[src/sv/tsw_pkg.sv]
package tsw_pkg;

   // operation codes passed from the classifier to the execution side
   localparam logic [2:0] OP_CHAR      = 3'd0;
   localparam logic [2:0] OP_END_WORD  = 3'd1;
   localparam logic [2:0] OP_END_TEXT  = 3'd2;
   localparam logic [2:0] OP_LOAD_CHAR = 3'd3;
   localparam logic [2:0] OP_LOAD_END  = 3'd4;

   // input kind codes
   localparam logic [1:0] KIND_TEXT     = 2'd0;
   localparam logic [1:0] KIND_END_TEXT = 2'd1;
   localparam logic [1:0] KIND_STOP     = 2'd2;
   localparam logic [1:0] KIND_STOP_END = 2'd3;

   localparam logic [7:0] CHAR_CR     = 8'h0D;
   localparam logic [7:0] CHAR_DASH   = 8'h2D;
   localparam logic [7:0] CHAR_SPACE  = 8'h20;
   localparam logic [7:0] CHAR_TAB    = 8'h09;

   localparam int unsigned POS_W = 16;
   localparam logic [POS_W-1:0] POS_MAX = '1;

   typedef struct packed {
      logic [2:0] code;
      logic [7:0] chr;
   } op_type;

   // ascii lowercase
   function automatic logic [7:0] lower_ascii(input logic [7:0] c);
      logic [7:0] r;
      r = c;
      if (c >= 8'h41 && c <= 8'h5A) begin
         r = c + 8'h20;
      end
      return r;
   endfunction

endpackage

[src/sv/tsw_front.sv]
module tsw_front (
   input  logic                 req_valid,
   input  logic [1:0]           req_kind,
   input  logic [7:0]           req_data_byte,
   input  logic                 q_full,
   output logic                 req_stall,
   output logic                 push,
   output tsw_pkg::op_type      push_op
);

   logic is_space;
   logic is_kept;
   logic keep_item;

   // byte classes
   always_comb begin
      is_space = (req_data_byte == tsw_pkg::CHAR_SPACE) ||
                 (req_data_byte >= tsw_pkg::CHAR_TAB && req_data_byte <= tsw_pkg::CHAR_CR);
      is_kept  = (req_data_byte >= 8'h61 && req_data_byte <= 8'h7A) ||
                 (req_data_byte >= 8'h41 && req_data_byte <= 8'h5A) ||
                 (req_data_byte >= 8'h30 && req_data_byte <= 8'h39) ||
                 (req_data_byte == tsw_pkg::CHAR_DASH);
   end

   // map a transaction to an operation, dropped bytes push nothing
   always_comb begin
      push_op.chr  = tsw_pkg::lower_ascii(req_data_byte);
      push_op.code = tsw_pkg::OP_CHAR;
      keep_item    = 1'b1;
      case (req_kind)
         tsw_pkg::KIND_TEXT: begin
            if (is_space) begin
               push_op.code = tsw_pkg::OP_END_WORD;
            end else if (is_kept) begin
               push_op.code = tsw_pkg::OP_CHAR;
            end else begin
               keep_item = 1'b0;
            end
         end
         tsw_pkg::KIND_END_TEXT: push_op.code = tsw_pkg::OP_END_TEXT;
         tsw_pkg::KIND_STOP:     push_op.code = tsw_pkg::OP_LOAD_CHAR;
         tsw_pkg::KIND_STOP_END: push_op.code = tsw_pkg::OP_LOAD_END;
         default:                keep_item    = 1'b0;
      endcase
   end

   assign req_stall = q_full;
   assign push      = req_valid && !q_full && keep_item;

endmodule

[config.mk]
export PLATFORM = sky130hd
export DESIGN_NAME = tsw_front
export DESIGN_NICKNAME = d
export VERILOG_FILES = /design/src/sv/tsw_pkg.sv /design/src/sv/tsw_front.sv
export SDC_FILE = /design/constraint.sdc
export NUM_CORES = 1
export LEC_CHECK = 0
export ABC_CLOCK_PERIOD_IN_PS = 5700
export BUFFER_PORTS_ARGS = -buffer_cell sky130_fd_sc_hd__buf_2
export CAP_MARGIN = 20
export CORE_AREA = 2 2 39 41
export DETAILED_ROUTE_END_ITERATION = 10
export DIE_AREA = 0 0 41 43
export SLEW_MARGIN = 30
export SYNTH_ARGS = -nofsm -noshare
export SYNTH_HDL_FRONTEND = slang
export SYNTH_SLANG_ARGS = --single-unit
[constraint.sdc]
create_clock -name vclk -period 5.7
set_input_delay 1.14 -clock vclk [all_inputs]
set_output_delay 1.14 -clock vclk [all_outputs]
set_load 0.02 [all_outputs]
==> flow_summary.toml <==
[synthesis]
syn_area_um2 = 403
synth_nets = 70
seq_area_frac_synth_pct = 0
ys_types = 28
yosysWarnings = 0
synthCells = 52
syn_avg_cell_area_um2 = 7.75

[final_layout]
nFlopsAndLatches = 0
area_growth_pct = 20.8
num_antenna_cells = 0
final_cells = 85
final_nets = 89
drive_gt1_share_pct = 40.6
layout_commonest_cell = "buf_2"
clkbuf_count = 0
layout_common_cells = "buf_2, ha_1, inv_1"
regArea_um2 = 0
stdcell_area_um2 = 487

[power_and_ir_drop]
clkPwrFrac_pct = 0
power_density_nw_per_um2 = 73.3
p_seq_share_pct = 0
power.total_uw = 35.7
peakVddDrop_mv = 0.0210
leakage_nw = 0.257
comb_power_share_pct = 100.0
p_int_uw = 13.7
switchingPower_uw = 22.0
swShare_pct = 61.7

[sta]
final.setup.tns_ns = 0
fin_crit_sh_pct = 64.3
rsz0062_at_grt = "no"
fin_ws_ns = 2.03
finalCriticalPeriod_ns = 3.67
slew_headroom_pct = 83.0
worst_slew_pin_slew_ns = 0.252
drv_slew = 0
finalHoldViolCount = 0
setup_viol = 0
fmax_ghz = 0.273

[floorplan]
fp.dieArea_um2 = 1760
die_height_um = 43
die_w_um = 41
start_util_pct = 29.1
rows = 14
core-area_um2 = 1380
ios = 25

[critical_path]
crit_required_ns = 4.56
cp_max_fo = 10
path_class = "input pin to output pin"
start_kind = "input pin"
critPathLaunch = "req_data_byte[2]"
critPathCaptureType = "output pin"
crit_arrival_ns = 2.53

[global_routing]
use_met1_pct = 14.9
grt_use_met3_pct = 0
grt_pass1_wl_um = 1300
antenna_found_initial = 0
use_met2_pct = 15.3
grt.busiest_layer = "met2"
first_global_vias = 324
groute.usage.overall_pct = 9.59
overflow = 0
grt_max_degree = 12

[cts]
postCtsResizedCells = 0
hold_buffers = 0
postCtsSetupBuffers = 0

[routing]
drcViolationCount = 0
first_pass_iters = 4
num_vias = 404
vias_per_cell = 4.75
finalWirelength_um = 871
drtIter0Drc = 7
wl_per_cell_um = 10.2
drtAntennaViolNets = 0

[place]
gp_congestion = 0.763
placedInstanceArea_um2 = 487
dp_cells = 85
dp_hpwl_um = 728
port_buffers = 25
dp_slack_ns = 2.02

[min_path]
hold_class = "input pin to output pin"
min_from = "q_full"

[job]
cap_violations = 0

[status]
status = "finished clean"
==> final cells by class <==
cell class | count | area [um^2]
fill | 159 | 897
multi-input combinational | 39 | 323
timing repair buffer | 25 | 125
tap | 16 | 20.0
inverter | 5 | 18.8
==> kinds of logic after synthesis <==
group | after synthesis | share of synthesized area [%]
and+or+nand+nor | 18 | 29.8
buffers and inverters | 13 | 19.9
AOI/OAI and AO/OA | 12 | 24.5
adders and majority gates | 6 | 18.6
muxes | 2 | 4.97
xor gates and xnor gates | 1 | 2.17
==> routing by layer <==
layer  vias to the layer above  wire (um)
li1                        217          -
met1                       171        426
met2                        16        389
met3                         0         54
met4                         0          0
met5                         -          0
==> power by group through the flow <==
stage | sequential (mW) | clock (mW) | combinational [mW]
2_1_floorplan | 0 | 0 | 0.0251
3_3_place_gp | 0 | 0 | 0.0355
3_5_place_dp | 0 | 0 | 0.0360
4_1_cts | 0 | 0 | 0.0361
5_1_grt | 0 | 0 | 0.0396
6_report | 0 | 0 | 0.0357
==> synth_stat cells <==
cell	instances	area, um^2
buf_4	6	45.0
ha_1	6	75.1
inv_1	5	18.8
nor2_1	4	15.0
a21oi_1	3	15.0
nand2_1	3	11.3
mux2i_1	2	20.0
nand2b_1	2	12.5
nor2b_1	2	12.5
a2111o_1	1	11.3
a22oi_1	1	7.51
a31o_2	1	8.76
a41o_1	1	10.0
a41oi_2	1	16.3
and4b_1	1	10.0
buf_2	1	5.00
buf_6	1	11.3
nand3_1	1	5.00
nand4bb_1	1	11.3
nor4_1	1	6.26
nor4_4	1	21.3
nor4b_1	1	8.76
o211a_1	1	10.0
o21ai_0	1	5.00
o22ai_1	1	6.26
o31a_1	1	8.76
or3_1	1	6.26
xnor2_1	1	8.76
==> path summary, 6_finish.rpt <==
check / end / depth (start not counted)
max: push / 6
min: req_stall / 2
==> stage by stage <==
step | hold slack (ns) | utilization (%)
4_1_cts | 2.51 | 35.2
3_5_place_dp | 2.51 | 35.2
3_3_place_gp | 2.51 | 35.2
2_1_floorplan | 2.39 | -
5_1_grt | 2.51 | 35.2
6_report | 2.51 | 35.2
==> critical path: stages <==
cell and delay [ns]:
buf_2 0.16, nor4_4 0.31, a22oi_1 0.13, a2111o_1 0.42
a41oi_2 0.18, buf_2 0.18
No activity file was read; power rests on OpenSTA's default activity.
