**config.mk**
```make
export PLATFORM = sky130hd
export DESIGN_NAME = tsw_queue
export DESIGN_NICKNAME = d
export VERILOG_FILES = /design/src/sv/tsw_pkg.sv /design/src/sv/tsw_queue.sv
export SDC_FILE = /design/constraint.sdc
export NUM_CORES = 1
export LEC_CHECK = 0
export BUFFER_PORTS_ARGS = -buffer_cell sky130_fd_sc_hd__buf_2
export CELL_PAD_IN_SITES_DETAIL_PLACEMENT = 0
export CELL_PAD_IN_SITES_GLOBAL_PLACEMENT = 2
export CORE_MARGIN = 2
export CORE_UTILIZATION = 32
export DETAILED_ROUTE_END_ITERATION = 10
export GPL_ROUTABILITY_DRIVEN = 0
export HOLD_SLACK_MARGIN = 0.03
export PLACE_DENSITY = 0.74
export SYNTH_ARGS = -nofsm -noshare
export SYNTH_HDL_FRONTEND = slang
export SYNTH_SLANG_ARGS = --single-unit
export TNS_END_PERCENT = 1
```
**constraint.sdc**
```tcl
create_clock -name clock -period 1.19 [get_ports clock]
set_input_delay 0 -clock clock [delete_from_list [all_inputs] [get_ports clock]]
set_output_delay 0 -clock clock [all_outputs]
set_load 0.02 [all_outputs]
```
**src/sv/tsw_pkg.sv**
```systemverilog
package tsw_pkg;

   // operation codes passed from the classifier to the execution side
   localparam logic [2:0] OP_CHAR      = 3'd0;
   localparam logic [2:0] OP_END_WORD  = 3'd1;
   localparam logic [2:0] OP_END_TEXT  = 3'd2;
   localparam logic [2:0] OP_LOAD_CHAR = 3'd3;
   localparam logic [2:0] OP_LOAD_END  = 3'd4;

   // input kind codes
   localparam logic [1:0] KIND_TEXT     = 2'd0;
   localparam logic [1:0] KIND_END_TEXT = 2'd1;
   localparam logic [1:0] KIND_STOP     = 2'd2;
   localparam logic [1:0] KIND_STOP_END = 2'd3;

   localparam logic [7:0] CHAR_CR     = 8'h0D;
   localparam logic [7:0] CHAR_DASH   = 8'h2D;
   localparam logic [7:0] CHAR_SPACE  = 8'h20;
   localparam logic [7:0] CHAR_TAB    = 8'h09;

   localparam int unsigned POS_W = 16;
   localparam logic [POS_W-1:0] POS_MAX = '1;

   typedef struct packed {
      logic [2:0] code;
      logic [7:0] chr;
   } op_type;

   // ascii lowercase
   function automatic logic [7:0] lower_ascii(input logic [7:0] c);
      logic [7:0] r;
      r = c;
      if (c >= 8'h41 && c <= 8'h5A) begin
         r = c + 8'h20;
      end
      return r;
   endfunction

endpackage

```
**src/sv/tsw_queue.sv**
```systemverilog
module tsw_queue (
   input  logic            clock,
   input  logic            reset,
   input  logic            push,
   input  tsw_pkg::op_type push_op,
   input  logic            pop,
   output logic            full,
   output logic            q_valid,
   output tsw_pkg::op_type q_op
);

   tsw_pkg::op_type slot_ff [2];
   logic       wr_ptr_ff, wr_ptr_in;
   logic       rd_ptr_ff, rd_ptr_in;
   logic [1:0] cnt_ff, cnt_in;
   logic       do_pop;

   assign do_pop  = pop && (cnt_ff != 2'd0);
   assign full    = (cnt_ff == 2'd2);
   assign q_valid = (cnt_ff != 2'd0);
   assign q_op    = slot_ff[rd_ptr_ff];

   // pointer and count update
   always_comb begin
      wr_ptr_in = wr_ptr_ff ^ push;
      rd_ptr_in = rd_ptr_ff ^ do_pop;
      cnt_in    = cnt_ff + {1'b0, push} - {1'b0, do_pop};
   end

   always_ff @(posedge clock) begin
      if (reset) begin
         wr_ptr_ff <= 1'b0;
         rd_ptr_ff <= 1'b0;
         cnt_ff    <= 2'd0;
      end else begin
         wr_ptr_ff <= wr_ptr_in;
         rd_ptr_ff <= rd_ptr_in;
         cnt_ff    <= cnt_in;
      end
   end

   // entry storage
   always_ff @(posedge clock) begin
      if (push) begin
         slot_ff[wr_ptr_ff] <= push_op;
      end
   end

   assert property (@(posedge clock) disable iff (reset) full |-> !push)
      else $error("queue written while full");
   assert property (@(posedge clock) disable iff (reset) cnt_ff != 2'd3)
      else $error("queue count out of range");
   assert property (@(posedge clock) disable iff (reset)
      (push && !do_pop) |=> (cnt_ff == $past(cnt_ff) + 2'd1))
      else $error("queue count missed a push");

endmodule

```
==> results of run 1 <==
-- how the worst max path moves through the flow --
stage	start	end	slack (ns)	depth (start not counted)
final	cnt_ff[0]$_SDFF_PP0_	cnt_ff[1]$_SDFF_PP0_	-0.17	6
after global routing	cnt_ff[0]$_SDFF_PP0_	cnt_ff[1]$_SDFF_PP0_	-0.29	6
after CTS	cnt_ff[0]$_SDFF_PP0_	cnt_ff[1]$_SDFF_PP0_	-0.16	6
after detailed placement	cnt_ff[0]$_SDFF_PP0_	cnt_ff[1]$_SDFF_PP0_	-0.13	6
after global placement	cnt_ff[1]$_SDFF_PP0_	cnt_ff[0]$_SDFF_PP0_	-0.09	5
after floorplan	cnt_ff[1]$_SDFF_PP0_	cnt_ff[0]$_SDFF_PP0_	-0.12	5
-- report_power, final --
group | switching, mW | internal, mW
Sequential | 0.0362 | 1.09
Clock | 0.244 | 0.123
Combinational | 0.405 | 0.497
-- kinds of logic (layout without fill, tap and decap cells) --
kind of cell	count (synthesis)	in the layout	synth area share
compound gates	1	1	0.00734
xor+xnor	1	1	0.0220
fa+ha+maj	4	4	0.0489
buf+inv	4	57	0.0220
flops	26	26	0.724
mux	12	12	0.136
simple gates	7	7	0.0404
-- repair_timing --
action	CTS	global route
hold endpoints to repair	25	0
endpoints found under the setup margin	14	14
hold buffers	13	0
setup buffers	0	1
gates resized for setup	3	3
pin swaps	0	2
-- state kept, by name, indices dropped and copies added, names as in the netlist --
signal	count
slot_ff	22
cnt_ff	2
rd_ptr_ff	1
wr_ptr_ff	1
-- final cells by class --
cell class / instances / area [um^2]
Multi-Input combinational cell: 25 / 264
Fill cell: 295 / 1610
Timing Repair Buffer: 50 / 347
Clock inverter: 1 / 3.75
Clock buffer: 3 / 22.5
Tap cell: 44 / 55.1
Sequential cell: 26 / 744
Inverter: 3 / 11.3
-- Yosys cell counts --
cell,n,area (um^2)
nor2_2,1,6.26
xnor3_1,1,22.5
and2b_1,2,15.0
buf_6,1,11.3
or2_2,1,6.26
dfxtp_1,4,80.1
nor2_1,2,7.51
mux2_2,9,101
edfxtp_1,22,661
o21a_1,1,7.51
mux2_1,2,22.5
ha_1,4,50.1
inv_1,3,11.3
mux2_4,1,15.0
nor2b_1,1,6.26
-- layer usage --
layer | vias up | share of wire | track usage
met4 | 0 | 0.028 | 0.0683
met1 | 283 | 0.45 | 0.113
met2 | 19 | 0.48 | 0.171
met3 | 5 | 0.045 | 0.0256
met5 | - | 0 | 0
li1 | 308 | - | -
-- stage by stage --
stage | power [mW] | util
floorplan | 1.71 | -
global placement | 1.97 | 0.416
detailed placement | 1.99 | 0.416
CTS | 2.41 | 0.469
global route | 2.57 | 0.474
finish | 2.40 | 0.474
-- critical path, delay by kind of cell (launching register included) --
kind                     cells  cell delay [ns]
AND/OR/NAND/NOR              1             0.10
buffers and inverters        1             0.05
adder cells (fa/ha/maj)      2             0.40
AO/OA/AOI/OAI                1             0.19
XOR/XNOR                     1             0.20
flip-flops                   1             0.35
==> qor.yml, run 1 <==
violations: "negative setup slack"
final_nets: 128
ys_ff_latch: 26
crit_required_ns: 1.45
die_w_um: 60.6
r2r_cells: 6
slew_viol_final: 0
leakage_nw: 0.605
ant_nets: 0
grt_pass1_vias: 617
cts_tree: "built"
die_h_um: 60.6
final_common_cell: "buf_2"
design.die.area_um2: 3670
start_kind: "flop"
cts.sinks: 26
r2r_setup_slack_ns: -0.17
dpl.hpwl_um: 1130
max_freq_mhz: 737
viasPerCell: 4.05
status: "finished, violations left"
finClkSkew_ns: 0.00289
setup_ws_ns: -0.167
clockBufferDepth: 2
fp-row-count: 20
ys_seq_area_frac: 0.724
drc: 0
stdcell_count: 152
cp_max_fo: 3
fin_crit_sh: 1.14
grt_pass1_wl_um: 2550
ys.warnings.count: 0
drt_first_pass_iters: 3
worst_pin_slew_ns: 0.130
cp_common_cell: "ha_1"
cts_max_level: 1
setup_viol: 14
final_cell_mix: "26 x buf_2, 22 x edfxtp_1, 13 x dlygate4sd3_1"
antenna_cells: 0
holdPathEnd: "rd_ptr_ff$_SDFF_PP0_"
holdWs_ns: 0.237
whs_path_depth: 5
pin_count: 28
worstSkewPairLatency_ns: 0.31
power.density_nw_per_um2: 1660
clk_pin_slew_ns: 0.13
wl_per_cell_um: 10.4
syn_avg_cell_area_um2: 18.6
holdCritStartpoint: "pop"
dpl_cell_area_um2: 1270
grt-ovfl-total: 0
antenna_found_initial: 0
root_buffer: "clkbuf_4"
crit_type: "flop to flop"
crit_path_cell_trace: "o21a_1 -> ha_1 -> inv_1 -> ha_1 -> xnor3_1 -> nor2_1"
stdcell_area_um2: 1450
syn_to_final_growth_pct: 41.4
routed_wirelength_um: 1580
syn_area_um2: 1020
port-buffer-count: 27
ys_types: 15
tns_ns: -1.44
numCtsBuffers: 3
slowest_stage: "dfxtp_2"
arrival_ns: 1.62
rsz0062_at_grt: "true"
drv_cap: 0
dpl_worst_slack_ns: -0.132
synth_nets: 74
num_vias: 615
reg2reg_from: "cnt_ff[0]$_SDFF_PP0_"
netlist_instances: 55
hold_viol: 0
ir_drop_v: 0.000570
drtIter0Drc: 10
slew-limit-headroom: 0.913
track_usage: 0.101
r2r-end: "cnt_ff[1]$_SDFF_PP0_"
drive_gt1_frac: 0.509
cp-end-kind: "flop"
grt_max_degree: 15
min_path_type: "input port to flop"
crit_path_max_incr_delay_ns: 0.35
start_util: 0.335
dp.cells: 134
min_period_ns: 1.36
core_area_um2: 3050
Note: power is estimated with default switching activity, not from simulation.
==> inputs of run 2 (changes only) <==
BUFFER_PORTS_ARGS = -buffer_cell sky130_fd_sc_hd__clkbuf_2   (was -buffer_cell sky130_fd_sc_hd__buf_2)
==> run 2 against run 1 <==
The flow still finishes with violations (negative setup slack). Critical path depth did not move. Sequential power barely moved. Largest power group unchanged. First-iteration DRC count fell by 60%. Critical endpoint unchanged. Global-route usage fell by 0.59 points. Design area rose by 0.86%. Register-to-register slack barely moved. Via count rose by 0.16%. Count of clock-buffer cells in the layout did not move.
==> qor.yml, run 2 (synthesis gave the netlist of run 1 again) <==
crit_path_max_incr_delay_ns: 0.35
drc: 0
cts.sinks: 26
finClkSkew_ns: 0.00169
pin_count: 28
routed_wirelength_um: 1610
min_path_type: "input port to flop"
cts_max_level: 1
top_register: "slot_ff"
cp_common_cell: "ha_1"
core_area_um2: 3050
viasPerCell: 4.03
holdWs_ns: 0.171
clk_pin_slew_ns: 0.13
cp_max_fo: 3
worstSkewPairLatency_ns: 0.31
reg2reg_from: "cnt_ff[0]$_SDFF_PP0_"
r2r_cells: 6
crit_type: "flop to flop"
numCtsBuffers: 3
port-buffer-count: 27
drive_gt1_frac: 0.505
reg_top3: "slot_ff: 22 flops, cnt_ff: 2 flops"
grt_max_degree: 15
dpl.hpwl_um: 1170
fin_util: 0.478
largest_reg_flops: 22
leakage_nw: 0.613
holdCritStartpoint: "pop"
whs_path_depth: 4
fillers: 279
slew_viol_final: 0
grt-ovfl-total: 0
drtIter0Drc: 4
design.die.area_um2: 3670
final_cell_mix: "22 x edfxtp_1, 20 x clkbuf_2, 13 x dlygate4sd3_1"
ir_drop_v: 0.000893
pwr-share-clk: 0.146
power.density_nw_per_um2: 1670
die_h_um: 60.6
cp-end-kind: "flop"
drv_cap: 0
grt_pass1_vias: 596
crit_buf_inv: 1
p_sw_frac: 0.284
worst_pin_slew_ns: 0.126
clockBufferDepth: 2
start_kind: "flop"
min_period_ns: 1.36
ant_nets: 0
max_freq_mhz: 735
crit_path_cell_trace: "o21a_1 -> ha_1 -> inv_1 -> ha_1 -> xnor3_1 -> nor2_1"
power_frac_comb: 0.388
arrival_ns: 1.62
fp-row-count: 20
slew-limit-headroom: 0.916
status: "finished, violations left"
cts_tree: "built"
grt_pass1_wl_um: 2450
slowest_stage: "dfxtp_2"
wl_per_cell_um: 10.5
rsz0062_at_grt: "true"
die_w_um: 60.6
antenna_cells: 0
r2r-end: "cnt_ff[1]$_SDFF_PP0_"
track_usage: 0.0954
cpLargestDelayFamily: "adder cells"
antenna_found_initial: 0
holdPathEnd: "rd_ptr_ff$_SDFF_PP0_"
num_vias: 616
p_int_mw: 1.75
final_common_cell: "edfxtp_1"
root_buffer: "clkbuf_4"
crit_required_ns: 1.45
syn_to_final_growth_pct: 42.7
cp.depth: 6
violations: "negative setup slack"
switchingPower_mw: 0.692
setup_viol: 14
fin_crit_sh: 1.14
final_nets: 129
sequentialPowerShare: 0.466
drt_first_pass_iters: 3
start_util: 0.335
r2r_setup_slack_ns: -0.17
hold_viol: 0
setup_ws_ns: -0.171
==> run 2: area by class of cell <==
cell class,instances,area [um^2],area share
multi-input cells,25,260,0.178
flip-flops and latches,26,746,0.511
clock buffers,3,22.5,0.0154
inverters,3,11.3,0.00771
clock inverters,1,3.75,0.00257
well taps,44,55.1,0.0377
repair buffers,51,362,0.248
==> run 2: worst max path at each step <==
stage	from	endpoint	slack, ns
after floorplan	cnt_ff[1]$_SDFF_PP0_	cnt_ff[0]$_SDFF_PP0_	-0.12
after global placement	cnt_ff[1]$_SDFF_PP0_	cnt_ff[0]$_SDFF_PP0_	-0.1
after detailed placement	cnt_ff[0]$_SDFF_PP0_	cnt_ff[1]$_SDFF_PP0_	-0.15
after CTS	cnt_ff[0]$_SDFF_PP0_	cnt_ff[1]$_SDFF_PP0_	-0.18
after global routing	cnt_ff[0]$_SDFF_PP0_	cnt_ff[1]$_SDFF_PP0_	-0.22
final	cnt_ff[0]$_SDFF_PP0_	cnt_ff[1]$_SDFF_PP0_	-0.17
==> run 2: worst register-to-register path, cell delays in order, from the launching register on <==
cell	delay (ns)
dfxtp_2	0.35
o21a_1	0.18
ha_1	0.27
inv_1	0.06
ha_1	0.14
xnor3_1	0.21
nor2_1	0.10
==> run 2: metal layers <==
metal,up-vias,global-route usage,share of wire
met2,19,0.174,0.51
met1,285,0.0975,0.41
li1,310,-,-
met3,2,0.0448,0.068
met5,-,0,0
met4,0,0.0280,0.0087
==> run 2: per-stage QoR <==
| step | area [um^2] | setup TNS, ns | setup slack, ns | std cells | power [mW] |
|---|---|---|---|---|---|
| global route | 1460 | -2.53 | -0.215 | 153 | 2.59 |
| floorplan | 1020 | -0.220 | -0.115 | 55 | 1.71 |
| finish | 1460 | -1.50 | -0.171 | 153 | 2.44 |
| detailed placement | 1270 | -0.283 | -0.153 | 134 | 2.00 |
| CTS | 1450 | -1.84 | -0.179 | 153 | 2.44 |
| global placement | 1270 | -0.187 | -0.0956 | 134 | 1.98 |
==> run 2: power groups by stage <==
stage               sequential [mW]  combinational [mW]  clock, mW
finish                         1.14               0.947      0.356
global route                   1.15                1.02      0.421
CTS                            1.14               0.923      0.383
detailed placement             1.15               0.846          0
global placement               1.14               0.831          0
floorplan                      1.15               0.561          0
==> run 2: repair_timing <==
action | in CTS | in global routing
endpoints found under the setup margin | 14 | 14
hold buffers | 13 | 0
buffers inserted | 2 | 0
endpoints found under the hold margin | 26 | 0
resized for setup | 4 | 10
==> inputs of run 3 (changes only) <==
ABC_AREA = 1   (was not set)
CORE_UTILIZATION = 31   (was 32)
==> run 3 against run 2 <==
The flow still finishes with violations (negative setup slack). Routed wire length is 18% higher. Design area is 6.6% higher. Critical path depth is 3 higher. Final cell count is 7.8% higher. First-iteration DRC count grew to 2.8 times the previous value. Synthesized cell count is 22% higher. Register-to-register slack hardly changed. Worst hold slack better by 0.17 ns.
==> qor.yml, run 3 <==
grt_pass1_wl_um: 3330
viasPerCell: 4.16
grt-ovfl-total: 0
die_w_um: 62.3
crit_path_cell_trace: "nor2_2 -> nor2_2 -> ha_1 -> inv_2 -> ha_4 -> inv_2 -> nand2_2 -> a21oi_2 -> nor2_1"
start_util: 0.318
drt_first_pass_iters: 4
ys_ff_latch: 26
grt_max_degree: 15
clockBufferDepth: 2
cpLargestDelayFamily: "adder cells"
slew-limit-headroom: 0.865
final_cell_mix: "23 x clkbuf_2, 22 x edfxtp_1, 14 x dlygate4sd3_1"
track_usage: 0.109
power.density_nw_per_um2: 1680
antenna_cells: 0
cts_max_level: 1
crit_path_max_incr_delay_ns: 0.36
setup_viol: 13
num_vias: 686
ir_drop_v: 0.000975
dpl.hpwl_um: 1290
drv_cap: 0
drc: 0
setup_ws_ns: -0.159
drtIter0Drc: 11
synth_common_cells: "22 x edfxtp_1, 9 x inv_1, 8 x mux2_4, 8 x nor2_1, 5 x nand2_1"
cts.sinks: 26
max_freq_mhz: 741
wl_per_cell_um: 11.4
violations: "negative setup slack"
yosysMostFrequentCell: "edfxtp_1"
syn_avg_cell_area_um2: 15.7
cp-end-kind: "flop"
slowest_stage: "dfxtp_2"
ys_types: 11
core_area_um2: 3310
drive_gt1_frac: 0.521
status: "finished, violations left"
synth-edff-count: 22
min_path_type: "input port to flop"
rsz0062_at_grt: "true"
design.die.area_um2: 3880
synth_top_cell_area_share: 0.627
power_mw: 2.61
pin_count: 28
cts_tree: "built"
ys.warnings.count: 0
numCtsBuffers: 3
finClkSkew_ns: 0.00822
arrival_ns: 1.58
slew_viol_final: 0
crit_type: "flop to flop"
ant_nets: 0
start_kind: "flop"
syn_to_final_growth_pct: 47.7
root_buffer: "clkbuf_4"
yosys-top-cells-area: "edfxtp_1 63%, mux2_4 11%, dfxtp_1 7.6%, ha_1 4.8%, inv_1 3.2%"
worstSkewPairLatency_ns: 0.31
min_period_ns: 1.35
fp-row-count: 21
synthFlopType: "edfxtp_1"
ys_seq_area_frac: 0.703
top_register: "slot_ff"
dpl_cell_area_um2: 1310
stdcell_area_um2: 1560
antenna_found_initial: 0
reg_top3: "slot_ff: 22 flops, cnt_ff: 2 flops"
fin_crit_sh: 1.13
worst_pin_slew_ns: 0.202
syn_area_um2: 1050
port-buffer-count: 27
largest_reg_flops: 22
synth_area_leader_cell: "edfxtp_1"
final_nets: 139
crit_buf_inv: 2
clk_pin_slew_ns: 0.14
final_common_cell: "clkbuf_2"
cp_max_fo: 2
hold_viol: 0
netlist_instances: 67
async_flop_share: 0
grt_pass1_vias: 743
routed_wirelength_um: 1890
synth_nets: 86
crit_required_ns: 1.42
leakage_nw: 0.663
die_h_um: 62.3
## run 3: cell types whose count changed in the layout (fill, tap and decap cells not counted), moves of 2 or more
cell      delta
buf_12       +2
buf_2        -6
dfxtp_2      +2
clkbuf_2     +3
mux2_1       -2
mux2_2       -6
nand2_1      +3
mux2_4       +7
buf_4        -3
nor2_1       +4
inv_1        +4
and2b_1      -2
inv_2        +2
nand2_2      +2
## run 3: worst paths after layout
kind / startpoint / endpoint / slack [ns] / depth (start not counted)
max: cnt_ff[1]$_SDFF_PP0_ / cnt_ff[1]$_SDFF_PP0_ / -0.16 / 9
min: pop / cnt_ff[1]$_SDFF_PP0_ / 0.34 / 8
max reg2reg: cnt_ff[1]$_SDFF_PP0_ / cnt_ff[1]$_SDFF_PP0_ / -0.16 / 9
min reg2reg: wr_ptr_ff$_SDFF_PP0_ / wr_ptr_ff$_SDFF_PP0_ / 0.56 / 3
## run 3: routing by layer
| metal | wire length [um] | share of wire | track usage |
|---|---|---|---|
| met1 | 838 | 0.44 | 0.134 |
| met2 | 953 | 0.51 | 0.185 |
| met3 | 83 | 0.044 | 0.0290 |
| met4 | 11 | 0.0058 | 0.0417 |
| met5 | 0 | 0 | 0 |
## run 3: stage by stage
step                TNS (ns)  utilization  hold slack (ns)  setup slack [ns]  instances
detailed placement    -0.166        0.394            0.194            -0.146        145
CTS                    -1.35        0.453            0.248            -0.164        164
finish                 -1.11        0.470            0.343            -0.159        165
global placement      -0.131        0.394            0.190            -0.119        145
floorplan            -0.0718            -           0.0667           -0.0718         67
global route           -2.01        0.470            0.366            -0.267        165
## run 3: cells by family (layout without fill, tap and decap cells)
family | after synthesis | after routing | synth area share
flops | 26 | 26 | 0.703
simple gates | 15 | 15 | 0.0558
mux | 11 | 11 | 0.146
buf+inv | 10 | 62 | 0.0428
fa+ha+maj | 4 | 4 | 0.0475
compound gates | 1 | 1 | 0.00475
## run 3: power by group
part	switching (mW)	internal, mW	total (mW)
Combinational	0.516	0.521	1.04
Clock	0.254	0.187	0.441
Sequential	0.0438	1.09	1.13
Total	0.813	1.80	2.61
## run 3: worst register-to-register path, delay by kind of cell, from the launching register on
family	cells	cell delay, ns
simple gates	4	0.26
flops	1	0.36
fa+ha+maj	2	0.43
compound gates	1	0.12
buf+inv	2	0.08
## run 3: cell type report
class	count	area, um^2
multi-input combinational	31	299
sequential	26	744
clock buffer	4	36.3
timing repair buffer	49	385
fill	326	1750
tap	46	57.6
inverter	9	33.8
## run 3: repair_timing
item                                    4_1_cts  5_1_grt
hold buffers                                 14        0
endpoints found under the setup margin       13       13
hold endpoints to repair                     26        0
pin swaps                                     4        7
resized for setup                             5       20
setup buffers                                 1        1
